$ cat src/rtl/shc_pkg.sv
// Shared widths, constants, register indexes and controller/datapath link types.
package shc_pkg;

   localparam int MAG_W      = 16;
   localparam int ANGLE_W    = 15;
   localparam int STAMP_W    = 32;
   localparam int GAP_W      = 24;
   localparam int TOL_W      = 14;
   localparam int RADIUS_W   = 16;
   localparam int PATTERN_W  = 2;
   localparam int CSR_IDX_W  = 3;
   localparam int CSR_DATA_W = 24;

   // Divider: quotient bits, step counter width
   localparam int QUOT_W     = 16;
   localparam int DIV_CNT_W  = $clog2(QUOT_W);

   // Recording floor, 0.15 in Q1.15
   localparam logic [MAG_W-1:0] HIT_FLOOR = 16'd4915;

   // Reference average: floor(x/10) as (x * REF_RECIP) >> REF_SHIFT for x < 2^20
   localparam int REF_SUM_W = 20;
   localparam logic [REF_SUM_W-1:0] REF_RECIP = 20'd838861;
   localparam int REF_SHIFT = 23;

   localparam logic [RADIUS_W-1:0] RADIUS_BASE = 16'd7864;
   localparam logic [RADIUS_W-1:0] RADIUS_SPAN = 16'd57672;

   // Configuration reset values
   localparam logic [MAG_W-1:0] STRONG_LEVEL_RST   = 16'd39322;
   localparam logic [MAG_W-1:0] STRONG_RISE_RST    = 16'd9830;
   localparam logic [GAP_W-1:0] RHYTHM_GAP_MIN_RST = 24'd300000;
   localparam logic [GAP_W-1:0] RHYTHM_GAP_MAX_RST = 24'd700000;
   localparam logic [TOL_W-1:0] RHYTHM_ANGLE_RST   = 14'd1787;

   typedef enum logic [CSR_IDX_W-1:0] {
      CSR_STRONG_LEVEL   = 3'd0,
      CSR_STRONG_RISE    = 3'd1,
      CSR_RHYTHM_GAP_MIN = 3'd2,
      CSR_RHYTHM_GAP_MAX = 3'd3,
      CSR_RHYTHM_ANGLE   = 3'd4
   } csr_idx_type;

   typedef enum logic [PATTERN_W-1:0] {
      PAT_WEAK   = 2'd0,
      PAT_MEDIUM = 2'd1,
      PAT_STRONG = 2'd2
   } pattern_type;

   typedef struct packed {
      logic idle;
      logic update;
      logic div_init;
      logic div_step;
      logic square;
      logic scale;
      logic finish;
   } cmd_type;

   typedef struct packed {
      logic accept;
      logic recorded;
      logic out_free;
   } status_type;

endpackage

$ cat src/rtl/shc_if.sv
// Valid/ready channel interfaces for events, results and register writes.
interface shc_req_if import shc_pkg::*; ();
   logic                      valid;
   logic                      ready;
   logic [MAG_W-1:0]          magnitude;
   logic signed [ANGLE_W-1:0] azimuth;
   logic signed [ANGLE_W-1:0] elevation;
   logic                      is_background;
   logic [STAMP_W-1:0]        stamp;

   modport source (output valid, magnitude, azimuth, elevation, is_background, stamp,
                   input ready);
   modport sink   (input valid, magnitude, azimuth, elevation, is_background, stamp,
                   output ready);
endinterface

interface shc_rsp_if import shc_pkg::*; ();
   logic                 valid;
   logic                 ready;
   logic                 recorded;
   logic [RADIUS_W-1:0]  radius_factor;
   logic [PATTERN_W-1:0] pattern;

   modport source (output valid, recorded, radius_factor, pattern, input ready);
   modport sink   (input valid, recorded, radius_factor, pattern, output ready);
endinterface

interface shc_csr_if import shc_pkg::*; ();
   logic                  valid;
   logic                  ready;
   logic [CSR_IDX_W-1:0]  index;
   logic [CSR_DATA_W-1:0] data;

   modport source (output valid, index, data, input ready);
   modport sink   (input valid, index, data, output ready);
endinterface

$ cat src/rtl/shc_ctrl.sv
// Sequencer: steps one item through update, then for hits divide, square and scale, then output.
module shc_ctrl import shc_pkg::*; (
   input  logic       clock,
   input  logic       reset,
   input  status_type status,
   output cmd_type    cmd
);

   typedef enum logic [2:0] {
      ST_IDLE,
      ST_UPDATE,
      ST_DIV_INIT,
      ST_DIVIDE,
      ST_SQUARE,
      ST_SCALE,
      ST_FINISH
   } state_type;

   state_type            state_ff, state_in;
   logic [DIV_CNT_W-1:0] count_ff, count_in;

   always_comb begin
      state_in = state_ff;
      count_in = count_ff;
      case (state_ff)
         ST_IDLE: begin
            if (status.accept) state_in = ST_UPDATE;
         end
         ST_UPDATE: begin
            // skip the radius work for items that are not hits
            state_in = status.recorded ? ST_DIV_INIT : ST_FINISH;
         end
         ST_DIV_INIT: begin
            count_in = '0;
            state_in = ST_DIVIDE;
         end
         ST_DIVIDE: begin
            count_in = count_ff + 1'b1;
            if (count_ff == DIV_CNT_W'(QUOT_W - 1)) state_in = ST_SQUARE;
         end
         ST_SQUARE: state_in = ST_SCALE;
         ST_SCALE:  state_in = ST_FINISH;
         ST_FINISH: begin
            // hold until the output register can take the item
            if (status.out_free) state_in = ST_IDLE;
         end
         default: state_in = ST_IDLE;
      endcase
   end

   always_ff @(posedge clock) begin
      if (reset) begin
         state_ff <= ST_IDLE;
         count_ff <= '0;
      end else begin
         state_ff <= state_in;
         count_ff <= count_in;
      end
   end

   always_comb begin
      cmd          = '0;
      cmd.idle     = (state_ff == ST_IDLE);
      cmd.update   = (state_ff == ST_UPDATE);
      cmd.div_init = (state_ff == ST_DIV_INIT);
      cmd.div_step = (state_ff == ST_DIVIDE);
      cmd.square   = (state_ff == ST_SQUARE);
      cmd.scale    = (state_ff == ST_SCALE);
      cmd.finish   = (state_ff == ST_FINISH);
   end

endmodule

$ cat src/rtl/shc_datapath.sv
// Datapath: registers, hit history, classifier, serial divider and radius arithmetic.
module shc_datapath import shc_pkg::*; (
   input  logic        clock,
   input  logic        reset,
   input  cmd_type     cmd,
   output status_type  status,
   shc_req_if.sink     req_chan,
   shc_rsp_if.source   rsp_chan,
   shc_csr_if.sink     csr_chan
);

   // Configuration
   logic [MAG_W-1:0] strong_level_ff, strong_rise_ff;
   logic [GAP_W-1:0] gap_min_ff, gap_max_ff;
   logic [TOL_W-1:0] angle_ff;

   // Captured item
   logic [MAG_W-1:0]          mag_ff;
   logic signed [ANGLE_W-1:0] az_ff, el_ff;
   logic [STAMP_W-1:0]        stamp_ff;
   logic                      rec_ff;

   // Hit history
   logic [MAG_W-1:0]          ref_ff, prev_level_ff;
   logic                      have_prev_ff;
   logic [STAMP_W-1:0]        prev_stamp_ff;
   logic signed [ANGLE_W-1:0] prev_az_ff, prev_el_ff;
   pattern_type               pattern_ff, pattern_in;

   // Divider and radius
   logic [QUOT_W+1:0] den_ff, den_in;
   logic [QUOT_W+1:0] rem_ff;
   logic [QUOT_W-1:0] quot_ff;
   logic              sat_ff;
   logic [32:0]       sq_ff;
   logic [32:0]       rp_ff;

   // Output register
   logic                rsp_valid_ff;
   logic                rsp_rec_ff;
   logic [RADIUS_W-1:0] rsp_radius_ff, radius_in;
   pattern_type         rsp_pattern_ff;

   logic accept, out_free, load_out;

   assign req_chan.ready = cmd.idle;
   assign accept   = req_chan.valid && req_chan.ready;
   assign out_free = !rsp_valid_ff || rsp_chan.ready;
   assign load_out = cmd.finish && out_free;

   assign status.accept   = accept;
   assign status.recorded = rec_ff;
   assign status.out_free = out_free;

   assign csr_chan.ready = 1'b1;

   always_ff @(posedge clock) begin
      if (reset) begin
         strong_level_ff <= STRONG_LEVEL_RST;
         strong_rise_ff  <= STRONG_RISE_RST;
         gap_min_ff      <= RHYTHM_GAP_MIN_RST;
         gap_max_ff      <= RHYTHM_GAP_MAX_RST;
         angle_ff        <= RHYTHM_ANGLE_RST;
      end else if (csr_chan.valid) begin
         case (csr_chan.index)
            CSR_STRONG_LEVEL:   strong_level_ff <= csr_chan.data[MAG_W-1:0];
            CSR_STRONG_RISE:    strong_rise_ff  <= csr_chan.data[MAG_W-1:0];
            CSR_RHYTHM_GAP_MIN: gap_min_ff      <= csr_chan.data[GAP_W-1:0];
            CSR_RHYTHM_GAP_MAX: gap_max_ff      <= csr_chan.data[GAP_W-1:0];
            CSR_RHYTHM_ANGLE:   angle_ff        <= csr_chan.data[TOL_W-1:0];
            default: ;
         endcase
      end
   end

   always_ff @(posedge clock) begin
      if (accept) begin
         mag_ff   <= req_chan.magnitude;
         az_ff    <= req_chan.azimuth;
         el_ff    <= req_chan.elevation;
         stamp_ff <= req_chan.stamp;
         rec_ff   <= !req_chan.is_background && (req_chan.magnitude > HIT_FLOOR);
      end
   end

   // Reference average (7*ref + 3*mag + 5) / 10 by reciprocal multiply; mag itself while ref is zero
   logic [REF_SUM_W-1:0]   ref_sum;
   logic [2*REF_SUM_W-1:0] ref_prod;
   logic [MAG_W-1:0]       ref_in;

   assign ref_sum = ({4'b0, ref_ff} << 3) - {4'b0, ref_ff}
                  + ({4'b0, mag_ff} << 1) + {4'b0, mag_ff} + 20'd5;
   assign ref_prod = {{REF_SUM_W{1'b0}}, ref_sum} * {{REF_SUM_W{1'b0}}, REF_RECIP};
   assign ref_in   = (ref_ff == '0) ? mag_ff : ref_prod[REF_SHIFT +: MAG_W];

   // Classification against the previous hit
   logic [MAG_W:0]         rise;
   logic [STAMP_W-1:0]     gap;
   logic signed [ANGLE_W:0] az_diff, el_diff;
   logic [ANGLE_W:0]       az_abs, el_abs;
   logic                   is_strong, gap_ok, angle_ok;

   assign rise    = {1'b0, mag_ff} - {1'b0, prev_level_ff};
   assign is_strong = (mag_ff > strong_level_ff) &&
                      ($signed(rise) > $signed({1'b0, strong_rise_ff}));
   assign gap     = stamp_ff - prev_stamp_ff;
   assign gap_ok  = (gap >= {8'b0, gap_min_ff}) && (gap <= {8'b0, gap_max_ff});
   assign az_diff = {az_ff[ANGLE_W-1], az_ff} - {prev_az_ff[ANGLE_W-1], prev_az_ff};
   assign el_diff = {el_ff[ANGLE_W-1], el_ff} - {prev_el_ff[ANGLE_W-1], prev_el_ff};
   assign az_abs  = az_diff[ANGLE_W] ? -az_diff : az_diff;
   assign el_abs  = el_diff[ANGLE_W] ? -el_diff : el_diff;
   assign angle_ok = (az_abs < {2'b0, angle_ff}) && (el_abs < {2'b0, angle_ff});

   always_comb begin
      if (is_strong)                            pattern_in = PAT_STRONG;
      else if (have_prev_ff && gap_ok && angle_ok) pattern_in = PAT_MEDIUM;
      else                                      pattern_in = PAT_WEAK;
   end

   always_ff @(posedge clock) begin
      if (reset) begin
         ref_ff        <= '0;
         prev_level_ff <= '0;
         have_prev_ff  <= 1'b0;
         prev_stamp_ff <= '0;
         prev_az_ff    <= '0;
         prev_el_ff    <= '0;
         pattern_ff    <= PAT_WEAK;
      end else if (cmd.update && rec_ff) begin
         ref_ff        <= ref_in;
         prev_level_ff <= mag_ff;
         have_prev_ff  <= 1'b1;
         prev_stamp_ff <= stamp_ff;
         prev_az_ff    <= az_ff;
         prev_el_ff    <= el_ff;
         pattern_ff    <= pattern_in;
      end
   end

   // Restoring divider: (mag << 17) / (3*ref), saturated at 1.0
   logic [QUOT_W+2:0] rem_dbl, rem_sub;
   logic              rem_ge;
   logic [QUOT_W:0]   quiet;
   logic [33:0]       sq_full;
   logic [32:0]       sq_round, rp_full, rp_round;
   logic [QUOT_W:0]   q2, rad_sum;

   assign den_in  = {2'b0, ref_ff} + {1'b0, ref_ff, 1'b0};
   assign rem_dbl = {rem_ff, 1'b0};
   assign rem_sub = rem_dbl - {1'b0, den_ff};
   assign rem_ge  = (rem_dbl >= {1'b0, den_ff});

   assign quiet    = sat_ff ? '0 : (17'h10000 - {1'b0, quot_ff});
   assign sq_full  = {17'b0, quiet} * {17'b0, quiet};
   assign sq_round = sq_ff + 33'd32768;
   assign q2       = sq_round[32:16];
   assign rp_full  = {17'b0, RADIUS_SPAN} * {16'b0, q2};
   assign rp_round = rp_ff + 33'd32768;
   assign rad_sum  = rp_round[32:16] + {1'b0, RADIUS_BASE};
   assign radius_in = rad_sum[QUOT_W] ? '1 : rad_sum[RADIUS_W-1:0];

   always_ff @(posedge clock) begin
      if (cmd.div_init) begin
         den_ff <= den_in;
         rem_ff <= {1'b0, mag_ff, 1'b0};
         sat_ff <= (den_in == '0) || ({1'b0, mag_ff, 1'b0} >= den_in);
      end
      if (cmd.div_step) begin
         rem_ff  <= rem_ge ? rem_sub[QUOT_W+1:0] : rem_dbl[QUOT_W+1:0];
         quot_ff <= {quot_ff[QUOT_W-2:0], rem_ge};
      end
      if (cmd.square) sq_ff <= sq_full[32:0];
      if (cmd.scale)  rp_ff <= rp_full;
   end

   always_ff @(posedge clock) begin
      if (reset) begin
         rsp_valid_ff <= 1'b0;
      end else if (load_out) begin
         rsp_valid_ff <= 1'b1;
      end else if (rsp_chan.ready) begin
         rsp_valid_ff <= 1'b0;
      end
   end

   always_ff @(posedge clock) begin
      if (load_out) begin
         rsp_rec_ff     <= rec_ff;
         rsp_radius_ff  <= rec_ff ? radius_in : '0;
         rsp_pattern_ff <= rec_ff ? pattern_ff : PAT_WEAK;
      end
   end

   assign rsp_chan.valid         = rsp_valid_ff;
   assign rsp_chan.recorded      = rsp_rec_ff;
   assign rsp_chan.radius_factor = rsp_radius_ff;
   assign rsp_chan.pattern       = rsp_pattern_ff;

endmodule

$ cat src/rtl/sound_hit_classifier.sv
// Top level of the sound hit classifier: sequencer plus datapath.
// Takes one sound-direction event at a time and returns one result item per event.
// A hit (not background, magnitude above 0.15) goes from one accepted item to the
// next through these steps: update the reference level and classify, set up the
// divider, run the one-bit-per-cycle restoring divider that forms the 16-bit
// quotient 2*magnitude/(3*reference), then a squaring and a scaling multiply, and
// load the output register. A non-hit skips the divider and multiplies. The input is
// ready only while the sequencer is idle; a finished item waits in the output
// register while the next event is taken, and the sequencer holds its final step
// only when a second result would overwrite an untaken one. Configuration
// registers are always ready and should be written while no event is in flight.
module sound_hit_classifier import shc_pkg::*; (
   input logic       clock,
   input logic       reset,
   shc_req_if.sink   req_chan,
   shc_rsp_if.source rsp_chan,
   shc_csr_if.sink   csr_chan
);

   cmd_type    cmd;
   status_type status;

   shc_ctrl u_ctrl (
      .clock  (clock),
      .reset  (reset),
      .status (status),
      .cmd    (cmd)
   );

   shc_datapath u_datapath (
      .clock    (clock),
      .reset    (reset),
      .cmd      (cmd),
      .status   (status),
      .req_chan (req_chan),
      .rsp_chan (rsp_chan),
      .csr_chan (csr_chan)
   );

`ifndef SYNTHESIS
   // one item in flight: input closes right after an accept
   assert property (@(posedge clock) disable iff (reset)
      req_chan.valid && req_chan.ready |=> !req_chan.ready)
      else $error("input accepted while an item is in flight");

   // a finishing item that finds room is presented next cycle
   assert property (@(posedge clock) disable iff (reset)
      cmd.finish && status.out_free |=> rsp_chan.valid)
      else $error("finished item not presented");

   // items that are not hits carry no radius and no pattern
   assert property (@(posedge clock) disable iff (reset)
      rsp_chan.valid && !rsp_chan.recorded |->
         rsp_chan.radius_factor == '0 && rsp_chan.pattern == PAT_WEAK)
      else $error("non-hit item with radius or pattern");

   // a hit never lies nearer than the base radius
   assert property (@(posedge clock) disable iff (reset)
      rsp_chan.valid && rsp_chan.recorded |-> rsp_chan.radius_factor >= RADIUS_BASE)
      else $error("hit radius below base");
`endif

endmodule
$ cat src/flat_wrapper.sv
// flat-port wrapper written by rule: the top's interface ports become plain ports
module sound_hit_classifier_flat import shc_pkg::*;
  (clock, reset, req_chan_valid, req_chan_magnitude, req_chan_azimuth, req_chan_elevation, req_chan_is_background, req_chan_stamp, req_chan_ready, rsp_chan_valid, rsp_chan_recorded, rsp_chan_radius_factor, rsp_chan_pattern, rsp_chan_ready, csr_chan_valid, csr_chan_index, csr_chan_data, csr_chan_ready);
  shc_req_if req_chan_i ();
  shc_rsp_if rsp_chan_i ();
  shc_csr_if csr_chan_i ();
  input logic clock;
  input logic reset;
  input wire logic [$bits(req_chan_i.valid)-1:0] req_chan_valid;
  input wire logic [$bits(req_chan_i.magnitude)-1:0] req_chan_magnitude;
  input wire logic [$bits(req_chan_i.azimuth)-1:0] req_chan_azimuth;
  input wire logic [$bits(req_chan_i.elevation)-1:0] req_chan_elevation;
  input wire logic [$bits(req_chan_i.is_background)-1:0] req_chan_is_background;
  input wire logic [$bits(req_chan_i.stamp)-1:0] req_chan_stamp;
  output wire logic [$bits(req_chan_i.ready)-1:0] req_chan_ready;
  output wire logic [$bits(rsp_chan_i.valid)-1:0] rsp_chan_valid;
  output wire logic [$bits(rsp_chan_i.recorded)-1:0] rsp_chan_recorded;
  output wire logic [$bits(rsp_chan_i.radius_factor)-1:0] rsp_chan_radius_factor;
  output wire logic [$bits(rsp_chan_i.pattern)-1:0] rsp_chan_pattern;
  input wire logic [$bits(rsp_chan_i.ready)-1:0] rsp_chan_ready;
  input wire logic [$bits(csr_chan_i.valid)-1:0] csr_chan_valid;
  input wire logic [$bits(csr_chan_i.index)-1:0] csr_chan_index;
  input wire logic [$bits(csr_chan_i.data)-1:0] csr_chan_data;
  output wire logic [$bits(csr_chan_i.ready)-1:0] csr_chan_ready;
  assign req_chan_i.valid = req_chan_valid;
  assign req_chan_i.magnitude = req_chan_magnitude;
  assign req_chan_i.azimuth = req_chan_azimuth;
  assign req_chan_i.elevation = req_chan_elevation;
  assign req_chan_i.is_background = req_chan_is_background;
  assign req_chan_i.stamp = req_chan_stamp;
  assign req_chan_ready = req_chan_i.ready;
  assign rsp_chan_valid = rsp_chan_i.valid;
  assign rsp_chan_recorded = rsp_chan_i.recorded;
  assign rsp_chan_radius_factor = rsp_chan_i.radius_factor;
  assign rsp_chan_pattern = rsp_chan_i.pattern;
  assign rsp_chan_i.ready = rsp_chan_ready;
  assign csr_chan_i.valid = csr_chan_valid;
  assign csr_chan_i.index = csr_chan_index;
  assign csr_chan_i.data = csr_chan_data;
  assign csr_chan_ready = csr_chan_i.ready;
  sound_hit_classifier u_core (.clock(clock), .reset(reset), .req_chan(req_chan_i), .rsp_chan(rsp_chan_i), .csr_chan(csr_chan_i));
endmodule
$ cat config.mk
export PLATFORM = sky130hd
export DESIGN_NAME = sound_hit_classifier_flat
export DESIGN_NICKNAME = d
export VERILOG_FILES = /design/src/rtl/shc_pkg.sv /design/src/rtl/shc_if.sv /design/src/rtl/shc_ctrl.sv /design/src/rtl/shc_datapath.sv /design/src/rtl/sound_hit_classifier.sv /design/src/flat_wrapper.sv
export SDC_FILE = /design/constraint.sdc
export NUM_CORES = 2
export LEC_CHECK = 0
export ABC_AREA = 1
export BUFFER_PORTS_ARGS = -buffer_cell sky130_fd_sc_hd__buf_2
export CAP_MARGIN = 20
export CORE_MARGIN = 1
export CORE_UTILIZATION = 35
export CTS_CLUSTER_SIZE = 40
export DETAILED_ROUTE_END_ITERATION = 8
export PLACE_DENSITY = 0.51
export SYNTH_ARGS = -nofsm -noshare
export SYNTH_HDL_FRONTEND = slang
export SYNTH_SLANG_ARGS = --single-unit
export TNS_END_PERCENT = 30
$ cat constraint.sdc
create_clock -name clock -period 9.3 [get_ports clock]
set_input_delay 0.93 -clock clock [delete_from_list [all_inputs] [get_ports clock]]
set_output_delay 0.93 -clock clock [all_outputs]
set_load 0.05 [all_outputs]
---- Word-level counts from Yosys, hierarchy flattened ----
Index checks and enable logic that the tools add are counted.
word-level totals
  register bits ........................... 413
  latch bits .............................. 0
  memory bits (writable) .................. 0
  memory bits (read-only) ................. 0
  bits of input ports ..................... 111
  output and inout port bits .............. 22
  logic and storage cells ................. 115
  memories ................................ 0
operators by class
  add/sub/neg operators ................... 17
  multipliers ............................. 3
  div/mod/pow operators ................... 0
  magnitude comparators ................... 9
  equality and inequality tests ........... 14
  shift-type cells ........................ 0
  muxes and demuxes ....................... 18
  bitwise logic cells ..................... 0
  reductions and logical operators ........ 25
operators by type and width
  operator                  count
  $add A33 B16 Y33 const B  2
  $mux W16                  4
  $mux W18                  3
  $mul A20 B20 Y39 const B  1
  $mul A17 B17 Y33          1
  $ge A32 B24 Y1            1
  $le A32 B24 Y1            1
  $lt A16 B14 Y1            2
  $neg A16 Y16              2
  $sub A15 B15 Y16          2
  $sub A32 B32 Y32          1
  $mul A13 B17 Y30 const A  1
  $pmux W3 S7               1
  $add A20 B16 Y20          1
  $add A20 B17 Y20          1
  $add A20 B3 Y20 const B   1
  $sub A19 B16 Y20          1
  $ge A19 B18 Y1            1
  $add A16 B17 Y18          1
  $ge A17 B18 Y1            1
  $logic_not A18 Y1         1
  $sub A18 B18 Y18          1
  $add A17 B13 Y17 const B  1
  $gt A17 B17 Y1            1
  24 further kinds          53

---- Depth between registers and ports, before layout ----
  depth after elaboration ................. 8
  mapped depth ............................ 43
  mapped depth without buffers ............ 43

---- Hierarchy ----
From an unflattened synthesis, not the netlist that was laid out.
unflattened totals
  cells, all modules ...................... 5548
  area total of the unflattened synthesis .. 44795.5 um^2
by module, submodules not included
  module        times used  cells each  area each (um^2)  sequential area each (um^2)
  shc_datapath  1           5485        44386.3           9459.1
  shc_ctrl      1           63          409.1             140.1

---- Worst setup path before layout ----
OpenSTA, ideal clock, no wires.
  path kind ............................... in2reg
  start point ............................. in req_chan_valid
  end point ............................... reg u_core.u_datapath.az_ff[0] (enable)
  setup time .............................. 0.711 ns
  arrival ................................. 8.404 ns
  data required time ...................... 8.589 ns
  setup slack ............................. 0.185 ns
  stages on the path ...................... 2
  path buffers ............................ 0
  cell sequence ........................... inv_1 nor4_1
on the way
  cells in the longest elaborated chain, start to end .. 1
RTL lines
  what                          RTL line            text
  from (decl)                   flat_wrapper.sv:9   input wire logic [$bits(req_chan_i.valid)-1:0] req_chan_valid;
  $logic_and A1 B1 Y1           shc_datapath.sv:47  assign accept = req_chan.valid && req_chan.ready;
  net u_core.u_datapath.accept  shc_datapath.sv:44  logic accept, out_free, load_out;
  to (signal assigned)          shc_datapath.sv:79  az_ff <= req_chan.azimuth;
  to (decl)                     shc_datapath.sv:19  logic signed [ANGLE_W-1:0] az_ff, el_ff;
The timed path passes the listed nets, and every way through them passes these cells.
A chain may end at the register's enable or synchronous reset.

---- Worst setup path in the final report ----
  start point ............................. reg u_core.u_datapath.mag_ff[3]
  end point ............................... reg u_core.u_datapath.ref_ff[6]
on the way
  cells in the longest elaborated chain, start to end .. 5
RTL lines
  what                    RTL line             text
  from (decl)             shc_datapath.sv:18   logic [MAG_W-1:0] mag_ff;
  from (signal assigned)  shc_datapath.sv:78   mag_ff <= req_chan.magnitude;
  $add A20 B17 Y20        shc_datapath.sv:92   + ({4'b0, mag_ff} << 1) + {4'b0, mag_ff} + 20'd5;
  $add A20 B16 Y20 (*)    shc_datapath.sv:92
  $add A20 B3 Y20 (*)     shc_datapath.sv:92
  $mul A20 B20 Y39 (*)    shc_datapath.sv:93   assign ref_prod = {{REF_SUM_W{1'b0}}, ref_sum} * {{REF_SUM_W{1'b0}}, REF_RECIP};
  $mux W16 (*)            shc_datapath.sv:94   assign ref_in = (ref_ff == '0) ? mag_ff : ref_prod[REF_SHIFT +: MAG_W];
  to (signal assigned)    shc_datapath.sv:130  ref_ff <= ref_in;
  to (decl)               shc_datapath.sv:24   logic [MAG_W-1:0] ref_ff, prev_level_ff;
Mark *: on every way between the ends. The rest lies on a longest branch, timed or not.

==> run_summary.xml <==
<?xml version="1.0" encoding="UTF-8"?>
<metrics>
  <group name="run_status">
    <metric name="run_status" unit="">completed</metric>
  </group>
  <group name="critical_path">
    <metric name="worst-path-max-fanout" unit="">4</metric>
    <metric name="setup.worst_path.end_class" unit="">flip-flop</metric>
    <metric name="crit_path_start_kind" unit="">flip-flop</metric>
    <metric name="slowest_stage" unit="">fa_1</metric>
    <metric name="worst_setup_path_category" unit="">flip-flop to flip-flop</metric>
    <metric name="cpMostUsedCell" unit="">fa_1</metric>
    <metric name="critical_path_arrival" unit="ns">9.33</metric>
    <metric name="crit_family" unit="">adder cells</metric>
    <metric name="critPathBufInv" unit="">8</metric>
    <metric name="cpPeakStageDelay" unit="ns">0.55</metric>
    <metric name="cp_data_required_time" unit="ns">9.84</metric>
  </group>
  <group name="synth">
    <metric name="mapped_cell_area" unit="mm2">0.0443</metric>
    <metric name="yosysTopAreaCell" unit="">ha_1</metric>
    <metric name="synth_top_cells_by_area" unit="">ha_1 19%, fa_1 19%, edfxtp_1 13%</metric>
    <metric name="dominantRegCellSynth" unit="">dfxtp_1</metric>
    <metric name="synth-edff-count" unit="">187</metric>
    <metric name="yosysWarnings" unit="">0</metric>
    <metric name="synth_compound_gate_area_share" unit="%">12.0</metric>
    <metric name="synth.mux.area_fraction" unit="%">0</metric>
    <metric name="async_reset_ff_share" unit="%">0</metric>
    <metric name="synth-seq-cells" unit="">386</metric>
    <metric name="yosys.area_share.simple" unit="%">13.8</metric>
    <metric name="share_of_the_synthesized_area_in_the_top_cell_type" unit="%">18.7</metric>
    <metric name="synth_top_family_by_area" unit="">adder cells</metric>
    <metric name="synth_fa_ha_area_share" unit="%">37.3</metric>
    <metric name="synth_most_common_cell" unit="">inv_1</metric>
    <metric name="yosys.area_share.xor_xnor" unit="%">4.07</metric>
    <metric name="netlist-cell-type-count" unit="">59</metric>
    <metric name="syn_area_per_cell" unit="um2">8.22</metric>
    <metric name="syn-instance-count" unit="">5394</metric>
    <metric name="synth_sequential_area_ratio" unit="%">21.7</metric>
    <metric name="yosys-top-cells-count" unit="">1,210 x inv_1, 734 x nand2_1, 664 x ha_1</metric>
  </group>
  <group name="finish">
    <metric name="syn_to_final_growth" unit="%">11.0</metric>
    <metric name="drive_gt1_share" unit="%">6.48</metric>
    <metric name="fillCellCount" unit="">12983</metric>
    <metric name="finalNetCount" unit="">6765</metric>
    <metric name="final_design_area_no_fill" unit="mm2">0.0492</metric>
    <metric name="final_cells" unit="">7272</metric>
    <metric name="postLayoutCoreUtil" unit="%">39.2</metric>
  </group>
  <group name="drt">
    <metric name="via_count" unit="">34764</metric>
    <metric name="drt_drc_violations_left" unit="">0</metric>
    <metric name="post_drt_via_cell_ratio" unit="">4.78</metric>
    <metric name="detail_route.iter0.violations" unit="">1767</metric>
    <metric name="dr.pass1.iters" unit="">5</metric>
    <metric name="drt.antenna.violating_nets" unit="">0</metric>
    <metric name="routed_wl" unit="um">121000</metric>
    <metric name="wl_per_cell" unit="um">16.7</metric>
  </group>
  <group name="min_path">
    <metric name="min_path_type" unit="">primary input to flip-flop</metric>
  </group>
  <group name="timing">
    <metric name="fin_tns_setup" unit="ns">0</metric>
    <metric name="period_minus_slack" unit="ns">8.79</metric>
    <metric name="finalSetupViolCount" unit="">0</metric>
    <metric name="fmax" unit="GHz">0.114</metric>
    <metric name="max-slew-margin-rel" unit="%">27.7</metric>
    <metric name="post-route-period-util" unit="%">94.5</metric>
    <metric name="fin_skew" unit="ns">0.0798</metric>
    <metric name="finalHoldViolCount" unit="">0</metric>
    <metric name="slew_violations" unit="">0</metric>
    <metric name="tightest_slew" unit="ns">1.08</metric>
  </group>
  <group name="die">
    <metric name="core" unit="mm2">0.126</metric>
    <metric name="std_cell_rows" unit="">130</metric>
    <metric name="fp.dieArea" unit="mm2">0.128</metric>
    <metric name="die_w" unit="um">358</metric>
    <metric name="io_pins" unit="">133</metric>
    <metric name="initial_utilization" unit="%">35.3</metric>
    <metric name="fp.dieH" unit="um">358</metric>
  </group>
  <group name="global_routing">
    <metric name="number_of_global_route_vias_before_repair" unit="">35127</metric>
    <metric name="grt_use_total" unit="%">19.2</metric>
    <metric name="globalRouteOverflowTotal" unit="">0</metric>
    <metric name="antenna_found_initial" unit="">15</metric>
    <metric name="global_route_wire_length_before_repair" unit="um">194000</metric>
    <metric name="pin_count_of_the_biggest_net_entering_global_routing" unit="">105</metric>
  </group>
  <group name="clock_network">
    <metric name="clk_latency" unit="ns">0.68</metric>
    <metric name="cts_hold_buf" unit="">0</metric>
    <metric name="clk_root_buffer_cell" unit="">clkbuf_16</metric>
    <metric name="clock_tree.htree_level_count" unit="">2</metric>
    <metric name="cts_buffer_depth" unit="">3</metric>
    <metric name="cts_tree" unit="">built</metric>
    <metric name="cts.clk_slew.worst_paths" unit="ns">0.07</metric>
    <metric name="cts_buffers" unit="">50</metric>
    <metric name="clock_sinks" unit="">386</metric>
  </group>
  <group name="job">
    <metric name="drv.max_cap_violation_count" unit="">0</metric>
  </group>
  <group name="placement">
    <metric name="io_buffer_count" unit="">131</metric>
    <metric name="finalWeightedCongestion" unit="">0.912</metric>
    <metric name="detailed_place_hpwl" unit="um">100000</metric>
    <metric name="detailed_place.area" unit="mm2">0.0473</metric>
    <metric name="placed_instances" unit="">7171</metric>
  </group>
</metrics>
-- sequential cells by signal, summed over array words and instances, names as in the netlist, 4 cells and up --
name	count
u_core.u_datapath.prev_stamp_ff	32
u_core.u_datapath.stamp_ff	32
u_core.u_datapath.gap_max_ff	24
u_core.u_datapath.gap_min_ff	24
u_core.u_datapath.den_ff	18
u_core.u_datapath.rem_ff	18
u_core.u_datapath.rp_ff	18
u_core.u_datapath.sq_ff	18
u_core.u_datapath.mag_ff	16
u_core.u_datapath.prev_level_ff	16
u_core.u_datapath.quot_ff	16
u_core.u_datapath.ref_ff	16
u_core.u_datapath.rsp_chan.radius_factor	16
u_core.u_datapath.strong_level_ff	16
u_core.u_datapath.strong_rise_ff	16
u_core.u_datapath.az_ff	15
u_core.u_datapath.el_ff	15
u_core.u_datapath.prev_az_ff	15
u_core.u_datapath.prev_el_ff	15
u_core.u_datapath.angle_ff	14
u_core.u_ctrl.count_ff	4
-- per-layer routing --
metal | up-vias | share of wire (%) | wire length, um | track usage, %
li1 | 17709 | - | - | -
met1 | 16340 | 49 | 59800 | 27.3
met2 | 545 | 45 | 54500 | 31.3
met3 | 150 | 3.8 | 4570 | 2.38
met4 | 20 | 1.8 | 2150 | 3.86
met5 | - | 0.11 | 135 | 0
-- placed cells by master, fill, tap and decap left out, drive strengths merged, types with 59 or more instances in the layout --
master	instances
a21oi	462
ha	664
nor2	398
xor2	146
edfxtp	187
inv	1215
buf	209
dfxtp	199
nand2	737
xnor2	59
nand3	155
o21ai	321
fa	411
-- layout make-up --
cell class              count  area [um2]  area share [%]
multi-input cells        3712       30000            60.9
inverters                1220        4590            9.32
clock buffers              58        1280            2.60
repair buffers            209        1240            2.52
clock inverters            36         458           0.931
flip-flops and latches    386        9600            19.5
diodes                      1        2.50         0.00509
well taps                1650        2060            4.20
-- worst paths after layout --
| check | startpoint | end | slack (ns) | depth (start not counted) |
|---|---|---|---|---|
| worst max-delay path | u_core.u_datapath.mag_ff[3] | u_core.u_datapath.ref_ff[6] | 0.51 | 37 |
| worst max register to register | u_core.u_datapath.mag_ff[3] | u_core.u_datapath.ref_ff[6] | 0.51 | 37 |
| worst min-delay path | req_chan_azimuth[4] | u_core.u_datapath.az_ff[4] | 0.43 | 1 |
| worst min register to register | u_core.u_datapath.prev_el_ff[14] | u_core.u_datapath.prev_el_ff[14] | 0.45 | 2 |
-- kinds of logic (layout without fill, tap and decap cells) --
logic type / Yosys count / count (layout)
DFF: 386 / 386
buffers and inverters: 1306 / 1523
xor gates and xnor gates: 205 / 205
AOI/OAI and AO/OA: 966 / 966
adders and majority gates: 1075 / 1075
other: 2 / 13
and+or+nand+nor: 1454 / 1454
-- metrics by stage --
stage,hold slack [ns],setup slack (ns)
2_1_floorplan,0.426,0.186
3_3_place_gp,0.442,0.134
3_5_place_dp,0.444,0.110
4_1_cts,0.374,0.0610
5_1_grt,0.394,-0.0551
6_report,0.429,0.508
-- repair_timing --
item,in CTS,in global routing
endpoints found under the setup margin,0,16
gates resized for setup,0,30
buffers inserted,0,6
Power is left out: the tool's default activity adds up to more than one toggle a clock period on the data nets, which glitch-free logic cannot reach.
